[src/rtl/dpsp_pkg.sv]
`timescale 1ns / 1ps
`default_nettype none

package dpsp_pkg;

    // Largest number of class scores that take part in the argmax.
    localparam int MAX_CLASSES = 64;
    localparam int CNT_W       = $clog2(MAX_CLASSES + 1);
    localparam int QUEUE_DEPTH = 4;
    localparam int QPTR_W      = $clog2(QUEUE_DEPTH);
    localparam int POSE_WORDS  = 12;
    localparam int CFG_IDX_W   = 3;
    localparam int CFG_DATA_W  = 24;

    // Configuration register indexes.
    localparam logic [CFG_IDX_W-1:0] CFG_INV_FX  = 3'd0;
    localparam logic [CFG_IDX_W-1:0] CFG_INV_FY  = 3'd1;
    localparam logic [CFG_IDX_W-1:0] CFG_CX      = 3'd2;
    localparam logic [CFG_IDX_W-1:0] CFG_CY      = 3'd3;
    localparam logic [CFG_IDX_W-1:0] CFG_INV_DS  = 3'd4;

    // Command codes of an input request.
    localparam logic [1:0] CMD_POSE  = 2'd0;
    localparam logic [1:0] CMD_PIXEL = 2'd1;
    localparam logic [1:0] CMD_SCORE = 2'd2;

    // Pose word that marks a bad frame (-1.0 in Q15.16).
    localparam logic [31:0] BAD_POSE_WORD0 = 32'hFFFF_0000;

    typedef struct packed {
        logic [1:0]         command;
        logic [3:0]         pose_index;
        logic signed [31:0] pose_value;
        logic [11:0]        column;
        logic [11:0]        row;
        logic [15:0]        raw_depth;
        logic signed [15:0] score;
        logic               score_last;
    } t_in;

    typedef struct packed {
        logic signed [31:0] world_x;
        logic signed [31:0] world_y;
        logic signed [31:0] world_z;
        logic [5:0]         class_id;
    } t_out;

    typedef enum logic [1:0] {
        K_POSE,
        K_PIXEL,
        K_SCORE
    } t_kind;

    // Classified request as it travels through the queue.
    typedef struct packed {
        t_kind              kind;
        logic [3:0]         pose_index;
        logic signed [31:0] pose_value;
        logic [11:0]        column;
        logic [11:0]        row;
        logic [15:0]        raw_depth;
        logic signed [15:0] score;
        logic               score_last;
    } t_item;

    typedef enum logic [2:0] {
        ST_IDLE,
        ST_ZD,
        ST_AX,
        ST_AY,
        ST_PX,
        ST_PY,
        ST_MAT
    } t_state;

    // Round to nearest (ties up) and drop 16 fraction bits.
    function automatic logic signed [51:0] rnd16(input logic signed [67:0] v);
        logic signed [67:0] w;
        w = v + 68'sd32768;
        return w[67:16];
    endfunction

    // Saturate to signed 32 bit.
    function automatic logic signed [31:0] sat32(input logic signed [53:0] v);
        if (v > 54'sd2147483647) begin
            return 32'sh7FFF_FFFF;
        end else if (v < -54'sd2147483648) begin
            return 32'sh8000_0000;
        end
        return v[31:0];
    endfunction

endpackage

`default_nettype wire

[src/rtl/dpsp_queue.sv]
`timescale 1ns / 1ps
`default_nettype none

module dpsp_queue import dpsp_pkg::*; (
    input  wire logic  i_clk,
    input  wire logic  i_rst_n,
    input  wire logic  i_push,
    input  wire t_item i_item,
    input  wire logic  i_pop,
    output logic       o_full,
    output logic       o_empty,
    output t_item      o_item
);

    t_item             r_mem [QUEUE_DEPTH];
    logic [QPTR_W-1:0] r_wr, n_wr;
    logic [QPTR_W-1:0] r_rd, n_rd;
    logic [QPTR_W:0]   r_cnt, n_cnt;

    assign o_full  = (r_cnt == (QPTR_W+1)'(QUEUE_DEPTH));
    assign o_empty = (r_cnt == '0);
    assign o_item  = r_mem[r_rd];

    // Pointer and fill count update.
    always_comb begin
        n_wr  = i_push ? r_wr + 1'b1 : r_wr;
        n_rd  = i_pop  ? r_rd + 1'b1 : r_rd;
        n_cnt = r_cnt + (QPTR_W+1)'(i_push) - (QPTR_W+1)'(i_pop);
    end

    always_ff @(posedge i_clk) begin
        if (!i_rst_n) begin
            r_wr  <= '0;
            r_rd  <= '0;
            r_cnt <= '0;
        end else begin
            r_wr  <= n_wr;
            r_rd  <= n_rd;
            r_cnt <= n_cnt;
        end
    end

    // Queue storage.
    always_ff @(posedge i_clk) begin
        if (i_push) begin
            r_mem[r_wr] <= i_item;
        end
    end

endmodule

`default_nettype wire

[config.mk]
export PLATFORM = sky130hd
export DESIGN_NAME = dpsp_queue
export DESIGN_NICKNAME = d
export VERILOG_FILES = /design/src/rtl/dpsp_pkg.sv /design/src/rtl/dpsp_queue.sv
export SDC_FILE = /design/constraint.sdc
export NUM_CORES = 1
export LEC_CHECK = 0
export BUFFER_PORTS_ARGS = -buffer_cell sky130_fd_sc_hd__buf_2
export CORE_MARGIN = 10
export CORE_UTILIZATION = 51
export CTS_CLUSTER_DIAMETER = 120
export DETAILED_ROUTE_END_ITERATION = 10
export MAX_ROUTING_LAYER = met4
export PLACE_DENSITY_LB_ADDON = 0.1
export SYNTH_ARGS = -nofsm -noshare
export SYNTH_HDL_FRONTEND = slang
export SYNTH_SLANG_ARGS = --single-unit
[constraint.sdc]
create_clock -name i_clk -period 3.13 [get_ports i_clk]
set_clock_uncertainty 0.05 [all_clocks]
set_input_delay 0 -clock i_clk [delete_from_list [all_inputs] [get_ports i_clk]]
set_output_delay 0 -clock i_clk [all_outputs]
set_load 0.005 [all_outputs]
# Yosys cells after proc, flatten, opt, wreduce, memory -nomap -nowiden
# Memories as Yosys holds them, arrays and structs flattened. A register that Yosys moved wholly into a read port is not among the register bits.
# Cells that the tools add are included.
word_totals:
  romBits: 0
  ramBits: 380
  latchBits: 0
  inputBits: 99
  mem_count: 1
  output_inout_bits: 97
  word_cells: 14
  ff_bits: 7
classes:
  eq_ne: 1
  bitwise_logic: 0
  order_cmp: 0
  n_mul: 0
  reduce_logical: 1
  muxes: 4
  n_shift: 0
  div: 0
  addsub: 4
mem_list:
  columns: ["memory", "words", "word_bits", "read_ports", "rd_ports_with_merged_regs", "wr", "line", "source"]
  rows:
  - ["r_mem", 4, 95, 1, 1, 1, "dpsp_queue.sv:15", "t_item r_mem [QUEUE_DEPTH];"]
op_table:
  columns: ["cell", "n"]
  rows:
  - ["2-bit by 1-bit adder with 2-bit output (second input constant)", 2]
  - ["2-bit two-way mux", 2]
  - ["3-bit by 1-bit adder with 3-bit output", 1]
  - ["3-bit equality test (second input constant)", 1]
  - ["3-bit logical NOT", 1]
  - ["3-bit by 1-bit subtractor with 3-bit output", 1]
  - ["1-bit two-way mux", 2]

# Logic depth before layout (Yosys ltp)
# Gate-level depths: netlist (run 1).
logic_depth:
  depth_word: 3
  mapped_depth: 7
  ltp_nobuf: 7

# Worst setup path before layout (run 1)
# OpenSTA, ideal clock, no wires.
synth_timing:
  kind: "reg-to-reg"
  from: "register r_wr[0]"
  to: "memory r_mem[0][0] in the netlist's numbering (enable)"
  path_buffers: 0
  required_time_ns: 2.616
  setup_slack_ns: -0.126
  setup_time_ns: 0.464
  stages_incl_launch_ff: 4
  arrival_ns: 2.742
  period_less_slack_ns: 3.256
  path_cell_list: "dfxtp_1 > inv_1 > ha_1 > and2_1"
synth_lines:
  columns: ["element", "line", "source"]
  rows:
  - ["start, declared", "dpsp_queue.sv:16", "logic [QPTR_W-1:0] r_wr, n_wr;"]
  - ["start signal, assigned", "dpsp_queue.sv:37", "r_wr <= n_wr;"]
  - ["end, declared", "dpsp_queue.sv:15", null]
# No word-level cell before the write port.

==> results of run 1 <==
[registers in the layout, indices dropped and copies added, names as in the netlist, named ones only]
signal and count:
r_rd 2, r_wr 2, r_mem 380, r_cnt 3
[stage by stage]
stage	instances	hold slack (ns)	worst slack [ns]	util, %
after global routing	1276	0.175	0.536	64.7
after floorplan	540	0.0489	0.923	-
final	1276	0.184	0.714	64.7
after CTS	1273	0.160	0.624	64.7
after detailed placement	1104	0.168	1.17	56.6
after global placement	1104	0.159	1.16	56.6
[logic make-up (layout without fill, tap and decap cells)]
family          count (synthesis)  after routing  synth area share (%)
compound gates                  2              2                 0.106
xor+xnor                        3              3                 0.291
fa+ha+maj                       7              7                 0.670
buf+inv                        29            384                  1.60
flops                         389            389                  81.7
mux                            96             96                  15.1
other cells                     0              3                     0
simple gates                   14             14                 0.529
[final cells by class]
class	instances	area, sq um
Clock inverter	22	186
Fill cell	1886	9750
Timing Repair Buffer	306	2140
Inverter	7	26.3
Tap cell	378	473
Antenna cell	3	7.51
Clock buffer	49	1060
Sequential cell	389	11600
Multi-Input combinational cell	122	2390
[how the worst max path moves through the flow]
| stage | start | end | slack [ns] | cells after the start |
|---|---|---|---|---|
| floorplan | r_wr[0]$_SDFFE_PN0P_ | r_mem[2][0]$_DFFE_PP_ | 0.92 | 3 |
| global placement | flip-flop | o_item[19] | 1.16 | 3 |
| detailed placement | flip-flop | o_item[19] | 1.17 | 3 |
| CTS | flip-flop | o_item[19] | 0.62 | 3 |
| global route | flip-flop | o_item[27] | 0.54 | 3 |
| finish | flip-flop | o_item[19] | 0.71 | 3 |
[cell usage in the layout (no fill, tap or decap), types with 6 or more instances in the layout]
cell type	instances
buf_12	7
buf_2	195
buf_4	6
clkbuf_1	8
clkbuf_16	41
clkinv_2	12
dfxtp_1	7
dlygate4sd3_1	98
edfxtp_1	380
ha_1	6
inv_1	7
mux4_2	95
[power groups by stage]
stage          sequential [mW]  combinational [mW]  clock, mW
6_report                  6.08                1.11       4.46
5_1_grt                   6.11                1.21       4.80
4_1_cts                   6.09                1.15       4.56
3_5_place_dp              6.20                1.04          0
3_3_place_gp              6.18                1.02          0
2_1_floorplan             6.14               0.602          0
[metal layers]
metal / wire, um / track usage (%) / vias to the layer above
li1: - / - / 2983
met1: 11700 / 20.7 / 3550
met3: 1540 / 3.84 / 37
met2: 14800 / 28.4 / 181
met4: 454 / 4.16 / 0
met5: 0 / - / -
[timing repair]
action                                  4_1_cts  5_1_grt
resized for setup                             0        0
hold buffers                                 98        0
hold endpoints to repair                    389        0
endpoints found under the setup margin        0        0
==> flow_summary_export.csv, run 1 <==
group,metric,value,unit
hold_path,min_from,"i_item[6]",
detailed_routing,drt-initial-drc-count,418,
floorplanning,die_w,187,um
critical_path,critPathCaptureType,"output pin",
clock_tree,clockRootBuffer,"clkbuf_16",
critical_path,crit_family,"flip-flops",
sta,post-route-period-util,77.2,%
critical_path,crit_path_top_delay_cell,"dfxtp_4",
placed_design,place.port_buffers,195,
detailed_routing,antenna_left,0,
clock_tree,cts_buffers,40,
floorplanning,die_area,34900,sq um
detailed_routing,via_per_inst,5.29,
yosys,postSynthCellCount,540,
power_and_ir_drop,powerDensity,652,nW/um^2
hold_path,holdPathStages,2,
hold_path,hold_end,"r_mem[2][6]$_DFFE_PP_",
yosys,yosysWarnings,0,
critical_path,reg2reg_slack,1.26,ns
detailed_routing,drt_wl_total,28500,um
cells_and_area,nets,972,
clock_tree,cts_setup_buffers,0,
run,maxCapViolCount,0,
yosys,synth_common_cells,"380 x edfxtp_1, 95 x mux4_2, 11 x buf_2, 9 x dfxtp_1, 7 x inv_1",
grt,grt-ovfl-total,0,
sta,setup_tns,0,ns
yosys,async_reset_ff_share,0,%
yosys,synth_cell_types,20,
sta,setup_violations,0,
yosys,seq_area_frac_synth,81.7,%
yosys,syn-cell-area,14200,sq um
floorplanning,fp.coreArea,27600,sq um
yosys,postSynthAreaPerCell,26.3,sq um
clock_tree,cts_max_path_buffers,3,
critical_path,ff2ff_path_depth,4,
yosys,yosys.cell_count.top_type,"edfxtp_1",
outcome,status,"finished, final reports clean",
grt,grt_antenna_before_repair,3,
detailed_routing,vias,6751,
sta,fmax,414,MHz
sta,rsz0062_at_grt,"no",
clock_tree,cts_tree,"built",
critical_path,r2r-end,"r_mem[0][52]$_DFFE_PP_",
grt,grt_pass1_wl,44600,um
floorplanning,start_util,51.4,%
power_and_ir_drop,total_power,11.7,mW
power_and_ir_drop,power.switching,2.44,mW
placed_design,dpl_cell_area,15600,sq um
critical_path,critPathLaunchType,"flip-flop",
sta,finalHoldViolCount,0,
critical_path,path_cells,"buf_12 > mux4_2 > buf_2",
power_and_ir_drop,p_clk_share,38.3,%
critical_path,crit_type,"reg2out",
cells_and_area,drive_above_1_share,41.1,%
sta,tightest_slew,0.692,ns
hold_path,hold_path_class,"in2reg",
yosys,ys.flop_type,"edfxtp_1",
critical_path,crit_path_max_fanout,39,
yosys,synth_edf_count,380,
critical_path,crit_buf_inv,2,
floorplanning,die_y,187,um
clock_tree,path_clk_slew,0.06,ns
cells_and_area,area_delta_synth_final,25.9,%
floorplanning,ios,196,
grt,grt_pass1_vias,7555,
critical_path,cp_data_arrival_time,2.37,ns
sta,max_slew_margin,53.9,%
power_and_ir_drop,vdd.ir_drop.worst,465,uV
power_and_ir_drop,switching_share,20.9,%
clock_tree,cts_sinks,389,
yosys,syn_nets,646,
power_and_ir_drop,pwr-share-comb,9.5,%
sta,min_period,2.42,ns
yosys,synth_top_area_cell,"edfxtp_1",
power_and_ir_drop,p_seq_share,52.2,%
yosys,netlist_top_cells_area,"edfxtp_1 80%, mux4_2 15%, dfxtp_1 1.3%",
critical_path,r2r-start,"r_wr[0]$_SDFFE_PN0P_",
yosys,synth_seq_cells,389,
power_and_ir_drop,internal_power,9.22,mW
floorplanning,rows,61,
critical_path,slowest_delay,0.70,ns
critical_path,cp_data_required_time,3.08,ns
clock_tree,clk_latency,0.51,ns
power_and_ir_drop,p_leak,6.12,nW
grt,grt_max_degree,50,
detailed_routing,wl_per_cell,22.3,um
cells_and_area,fin_area,17900,sq um
yosys,synth_top_cell_area_share,80.4,%
detailed_routing,drc,0,
sta,finalMaxSlewViolations,0,
placed_design,gp_congestion,0.676,
clock_tree,htree_levels,2,
detailed_routing,first_pass_iters,4,
placed_design,hpwl,17600,um
grt,grt_use_total,17.0,%
Power figures use the tool's default switching activity.
==> run 2, diff against run 1 <==
ABC_AREA = 1   (was default)
CORE_UTILIZATION = 58   (was 51)
clock period = 2.5 ns   (was 3.13 ns; I/O delays follow)
==> run 2 against run 1 <==
Combinational power rose by 30%. Routed wire length rose by 8.3%. Hold slack got worse by 0.0036 ns. Critical endpoint is now o_item[9].
==> flow_summary_export.csv, run 2 <==
group,metric,value,unit
yosys,syn_nets,1269,
grt,grt_max_degree,88,
hold_path,holdPathStages,2,
yosys,yosysWarnings,0,
critical_path,crit_path_max_fanout,49,
critical_path,critPathLaunchType,"flip-flop",
grt,grt_pass1_wl,49100,um
yosys,seq_area_frac_synth,73.2,%
grt,grt_pass1_vias,9372,
critical_path,crit_type,"reg2out",
sta,rsz0062_at_grt,"no",
placed_design,dp_slack,0.813,ns
critical_path,cp_data_arrival_time,2.10,ns
detailed_routing,via_per_inst,5.13,
cells_and_area,largest_registers,"r_mem (380), r_cnt (3)",
cells_and_area,final_common_cell,"edfxtp_1",
yosys,synth_top_area_cell,"edfxtp_1",
grt,grt-ovfl-total,0,
cells_and_area,final_cell_mix,"380 x edfxtp_1, 201 x inv_1, 198 x nand2_1",
clock_tree,cts_buffers,39,
power_and_ir_drop,p_seq_share,52.7,%
power_and_ir_drop,powerDensity,743,nW/um^2
placed_design,gp_congestion,0.738,
floorplanning,die_w,185,um
cells_and_area,largest_register_ff_count,380,
yosys,synth_common_cells,"380 x edfxtp_1, 205 x inv_1, 200 x nand2_1, 101 x a21oi_1",
critical_path,ff2ff_path_depth,5,
clock_tree,htree_levels,2,
cells_and_area,drive_above_1_share,24.2,%
yosys,synth_edf_count,380,
floorplanning,rows,60,
power_and_ir_drop,p_leak,7.48,nW
yosys,yosys.cell_count.top_type,"edfxtp_1",
hold_path,hold_path_class,"in2reg",
yosys,syn-cell-area,15800,sq um
detailed_routing,first_pass_iters,4,
detailed_routing,antenna_left,0,
clock_tree,cts_max_path_buffers,3,
sta,post-route-period-util,86.2,%
detailed_routing,drt-initial-drc-count,639,
grt,grt_antenna_before_repair,4,
floorplanning,die_y,185,um
sta,finalHoldViolCount,0,
power_and_ir_drop,vdd.ir_drop.worst,598,uV
critical_path,r2r-end,"r_mem[1][82]$_DFFE_PP_",
yosys,synth_seq_cells,389,
clock_tree,clk_latency,0.51,ns
power_and_ir_drop,total_power,14.3,mW
yosys,synth_top_cell_area_share,72.1,%
sta,fmax,464,MHz
critical_path,reg2reg_slack,0.83,ns
yosys,postSynthCellCount,1163,
yosys,async_reset_ff_share,0,%
sta,finalMaxSlewViolations,0,
sta,max_slew_margin,60.7,%
detailed_routing,wl_per_cell,16.9,um
yosys,postSynthAreaPerCell,13.6,sq um
clock_tree,cts_resized,0,
cells_and_area,nets,1561,
sta,fin_ws,0.346,ns
placed_design,hpwl,18200,um
sta,setup_violations,0,
placed_design,place.port_buffers,195,
clock_tree,path_clk_slew,0.06,ns
sta,tightest_slew,0.589,ns
sta,min_period,2.15,ns
yosys,netlist_top_cells_area,"edfxtp_1 72%, o211ai_2 7.1%, inv_1 4.9%",
critical_path,r2r-start,"r_wr[1]$_SDFFE_PN0P_",
power_and_ir_drop,power.switching,3.14,mW
cells_and_area,final_util,71.8,%
detailed_routing,vias,9357,
floorplanning,ios,196,
yosys,ys.flop_type,"edfxtp_1",
hold_path,min_from,"i_item[50]",
floorplanning,fp.coreArea,26900,sq um
cells_and_area,largest-register,"r_mem",
power_and_ir_drop,internal_power,11.2,mW
cells_and_area,area_delta_synth_final,21.9,%
power_and_ir_drop,p_clk_share,37.2,%
floorplanning,start_util,58.9,%
clock_tree,cts_tree,"built",
grt,grt_use_total,18.7,%
critical_path,cp_data_required_time,2.45,ns
clock_tree,cts_sinks,389,
floorplanning,die_area,34300,sq um
clock_tree,clockRootBuffer,"clkbuf_16",
outcome,status,"finished, final reports clean",
hold_path,hold_end,"r_mem[3][50]$_DFFE_PP_",
power_and_ir_drop,switching_share,21.9,%
run,maxCapViolCount,0,
critical_path,critPathCaptureType,"output pin",
power_and_ir_drop,pwr-share-comb,10.1,%
detailed_routing,drc,0,
detailed_routing,drt_wl_total,30800,um
yosys,synth_cell_types,19,
[run 2: cell types whose count changed after synthesis, sizes merged, moves of 2 or more]
| cell | delta |
|---|---|
| nand2 | +200 |
| inv | +198 |
| a21oi | +100 |
| o21ai | +99 |
| mux4 | -95 |
| o211ai | +95 |
| buf | +34 |
| clkbuf | +7 |
| and2 | -6 |
| nor2 | -3 |
| xnor2 | -2 |
[run 2: layout make-up]
cell class / instances / area (sq um)
antenna: 4 / 10.0
clock buffer: 47 / 1050
clock inverter: 17 / 118
fill: 1735 / 7580
inverter: 205 / 785
multi-input combinational: 506 / 3030
sequential: 389 / 11600
tap: 341 / 427
timing repair buffer: 314 / 2280
[run 2: stage by stage]
step                hold slack (ns)  TNS, ns  instance area [sq um]  cells
finish                        0.181        0                  19300   1823
detailed placement            0.164        0                  17100   1656
CTS                           0.155        0                  19300   1819
global placement              0.161        0                  17100   1656
global route                  0.177        0                  19300   1823
floorplan                    0.0419    -2.00                  15900   1163
[run 2: worst max-delay path: stages (launching register included)]
cell and delay (ns):
dfxtp_4 0.57, buf_4 0.52, a21oi_1 0.13, o21ai_0 0.11, nand2_1 0.10, buf_2 0.14
[run 2: logic make-up (layout without fill, tap and decap cells)]
family / Yosys count / after routing / share of synthesized area (%)
buffers and inverters: 268 / 583 / 7.68
AND/OR/NAND/NOR: 204 / 204 / 4.85
adder cells (fa/ha/maj): 7 / 7 / 0.600
AO/OA/AOI/OAI: 295 / 295 / 13.7
other: 0 / 4 / 0
flip-flops: 389 / 389 / 73.2
[run 2: what timing repair did]
action | CTS | global route
endpoints found under the hold margin | 389 | 0
buffers inserted | 0 | 0
hold buffers | 99 | 0
setup endpoints to repair | 0 | 0
[run 2: routing by layer]
metal  up-vias  GRT usage (%)  part of all wire [%]
met1      4472           23.2                    43
met4         0           4.91                   1.6
met5         -              -                     0
met3        39           3.78                   5.6
li1       4634              -                     -
met2       212           30.8                    50
[run 2: power groups by stage]
stage | sequential, mW | clock [mW] | combinational, mW
5_1_grt | 7.58 | 5.76 | 1.62
6_report | 7.56 | 5.33 | 1.44
3_3_place_gp | 7.68 | 0 | 1.32
2_1_floorplan | 7.66 | 0 | 0.783
3_5_place_dp | 7.69 | 0 | 1.34
4_1_cts | 7.56 | 5.43 | 1.47
[run 2: worst max-delay path by stage]
stage          slack (ns)                endpoint  cells past startpoint
2_1_floorplan       -0.01   r_mem[0][0]$_DFFE_PP_                      4
3_3_place_gp         0.82  r_mem[1][82]$_DFFE_PP_                      5
3_5_place_dp         0.81  r_mem[1][82]$_DFFE_PP_                      5
4_1_cts              0.32               o_item[9]                      5
5_1_grt              0.20               o_item[9]                      5
6_report             0.35               o_item[9]                      5
==> run 3, diff against run 2 <==
CORE_UTILIZATION = 50   (was 58)
TNS_END_PERCENT = 10   (was default)
==> run 3 against run 2 <==
Largest power group unchanged. Largest cell class unchanged. Die area grew 14%. Power grew 4.3%. First-iteration DRC count shrank 24%. Critical path depth is the same. Critical endpoint is now o_item[20].
==> flow_summary_export.csv, run 3 (synthesized netlist as in run 2, its figures left out) <==
group,metric,value,unit
power_and_ir_drop,p_leak,7.58,nW
clock_tree,cts_sinks,389,
cells_and_area,drive_above_1_share,25.0,%
clock_tree,clk_latency,0.52,ns
floorplanning,die_w,198,um
grt,grt_antenna_before_repair,2,
hold_path,holdPathStages,2,
sta,max_slew_margin,61.4,%
critical_path,critPathLaunchType,"flip-flop",
detailed_routing,drt-initial-drc-count,488,
critical_path,ff2ff_path_depth,5,
clock_tree,cts_max_path_buffers,3,
cells_and_area,largest_registers,"r_mem (380), r_cnt (3)",
power_and_ir_drop,vdd.ir_drop.worst,668,uV
sta,fmax,469,MHz
critical_path,crit_type,"reg2out",
clock_tree,path_clk_slew,0.06,ns
sta,finalMaxSlewViolations,0,
sta,hold-worst-slack,0.174,ns
detailed_routing,wl_per_cell,16.9,um
clock_tree,cts_resized,0,
cells_and_area,largest_register_ff_count,380,
critical_path,crit_path_max_fanout,41,
clock_tree,clockRootBuffer,"clkbuf_16",
outcome,status,"finished, final reports clean",
critical_path,reg2reg_slack,0.67,ns
detailed_routing,vias,9272,
critical_path,r2r-start,"r_wr[0]$_SDFFE_PN0P_",
critical_path,cp_data_required_time,2.45,ns
sta,min_period,2.13,ns
grt,grt_pass1_wl,50700,um
cells_and_area,final_common_cell,"edfxtp_1",
sta,tightest_slew,0.579,ns
grt,grt-ovfl-total,0,
floorplanning,die_y,198,um
sta,finalHoldViolCount,0,
clock_tree,htree_levels,2,
sta,rsz0062_at_grt,"no",
cells_and_area,nets,1565,
placed_design,dp_slack,0.651,ns
grt,grt_max_degree,103,
detailed_routing,via_per_inst,4.90,
detailed_routing,drt_wl_total,31900,um
placed_design,gp_congestion,0.726,
floorplanning,fp.coreArea,31400,sq um
detailed_routing,antenna_left,0,
clock_tree,cts_tree,"built",
detailed_routing,first_pass_iters,5,
hold_path,hold_path_class,"in2reg",
critical_path,r2r-end,"r_mem[2][52]$_DFFE_PP_",
detailed_routing,drc,0,
cells_and_area,final_cell_mix,"380 x edfxtp_1, 201 x inv_1, 199 x nand2_1",
floorplanning,die_area,39200,sq um
sta,post-route-period-util,85.2,%
grt,grt_use_total,16.7,%
critical_path,critPathCaptureType,"output pin",
cells_and_area,largest-register,"r_mem",
clock_tree,cts_buffers,41,
placed_design,hpwl,18700,um
power_and_ir_drop,powerDensity,765,nW/um^2
floorplanning,ios,196,
critical_path,cp_data_arrival_time,2.08,ns
grt,grt_pass1_vias,9339,
sta,setup_violations,0,
floorplanning,start_util,50.4,%
cells_and_area,area_delta_synth_final,23.5,%
run,maxCapViolCount,0,
floorplanning,rows,65,
critical_path,cp-endpoint,"o_item[20]",
sta,fin_ws,0.369,ns
placed_design,place.port_buffers,195,
clock_tree,cts_setup_buffers,0,
-- run 3: cell count changes in the layout (fill, tap and decap cells not counted), moves of 2 or more --
cell and delta:
clkbuf_16 +2, clkbuf_1 +2, diode_2 -2, buf_4 +3, inv_6 +2, clkinvlp_4 +2
clkinv_2 +2, clkinv_1 -7, clkbuf_8 +5
-- run 3: power by group --
| group | leakage, nW | internal (mW) | switching (mW) | total, mW |
|---|---|---|---|---|
| combinational | 3.36 | 0.578 | 0.864 | 1.44 |
| sequential | 3.57 | 7.46 | 0.0925 | 7.55 |
| clock | 0.650 | 3.60 | 2.36 | 5.96 |
-- run 3: repair_timing --
action | in CTS | in global routing
endpoints found under the setup margin | 0 | 0
endpoints found under the hold margin | 389 | 0
hold buffers | 99 | 0
-- run 3: how the worst min path moves through the flow --
stage | from | endpoint | slack (ns)
detailed placement | i_item[53] | r_mem[0][53]$_DFFE_PP_ | 0.17
finish | i_item[53] | r_mem[0][53]$_DFFE_PP_ | 0.17
floorplan | i_pop | flip-flop | 0.04
CTS | i_item[53] | r_mem[0][53]$_DFFE_PP_ | 0.14
global placement | i_item[59] | r_mem[0][59]$_DFFE_PP_ | 0.17
global route | i_item[51] | r_mem[3][51]$_DFFE_PP_ | 0.17
-- run 3: metrics by stage --
step | power (mW) | setup TNS (ns) | cells | cell area (sq um) | util [%]
floorplan | 8.45 | -36.74 | 1163 | 15800 | -
CTS | 15.1 | 0 | 1892 | 19500 | 62.3
global route | 15.6 | 0 | 1894 | 19500 | 62.3
global placement | 9.02 | 0 | 1719 | 17200 | 54.8
detailed placement | 9.05 | 0 | 1719 | 17200 | 54.8
finish | 15.0 | 0 | 1894 | 19500 | 62.3
-- run 3: final cells by class --
| type | instances | area (sq um) |
|---|---|---|
| Multi-Input combinational cell | 506 | 3030 |
| Inverter | 205 | 783 |
| Fill cell | 2414 | 11800 |
| Antenna cell | 2 | 5.00 |
| Tap cell | 402 | 503 |
| Timing Repair Buffer | 316 | 2280 |
| Sequential cell | 389 | 11600 |
| Clock buffer | 56 | 1170 |
| Clock inverter | 18 | 171 |
-- run 3: worst max-delay path: stages, from the launching register on --
cell,delay [ns]
dfxtp_4,0.61
buf_4,0.48
a21oi_1,0.12
o21ai_0,0.11
nand2_1,0.07
buf_2,0.14
-- run 3: per-layer routing --
metal / vias up / global-route usage (%) / share of wire (%)
met4: 0 / 4.04 / 1.9
li1: 4653 / - / -
met5: - / - / 0
met1: 4380 / 21.2 / 44
met2: 193 / 27.3 / 49
met3: 46 / 3.17 / 4.6
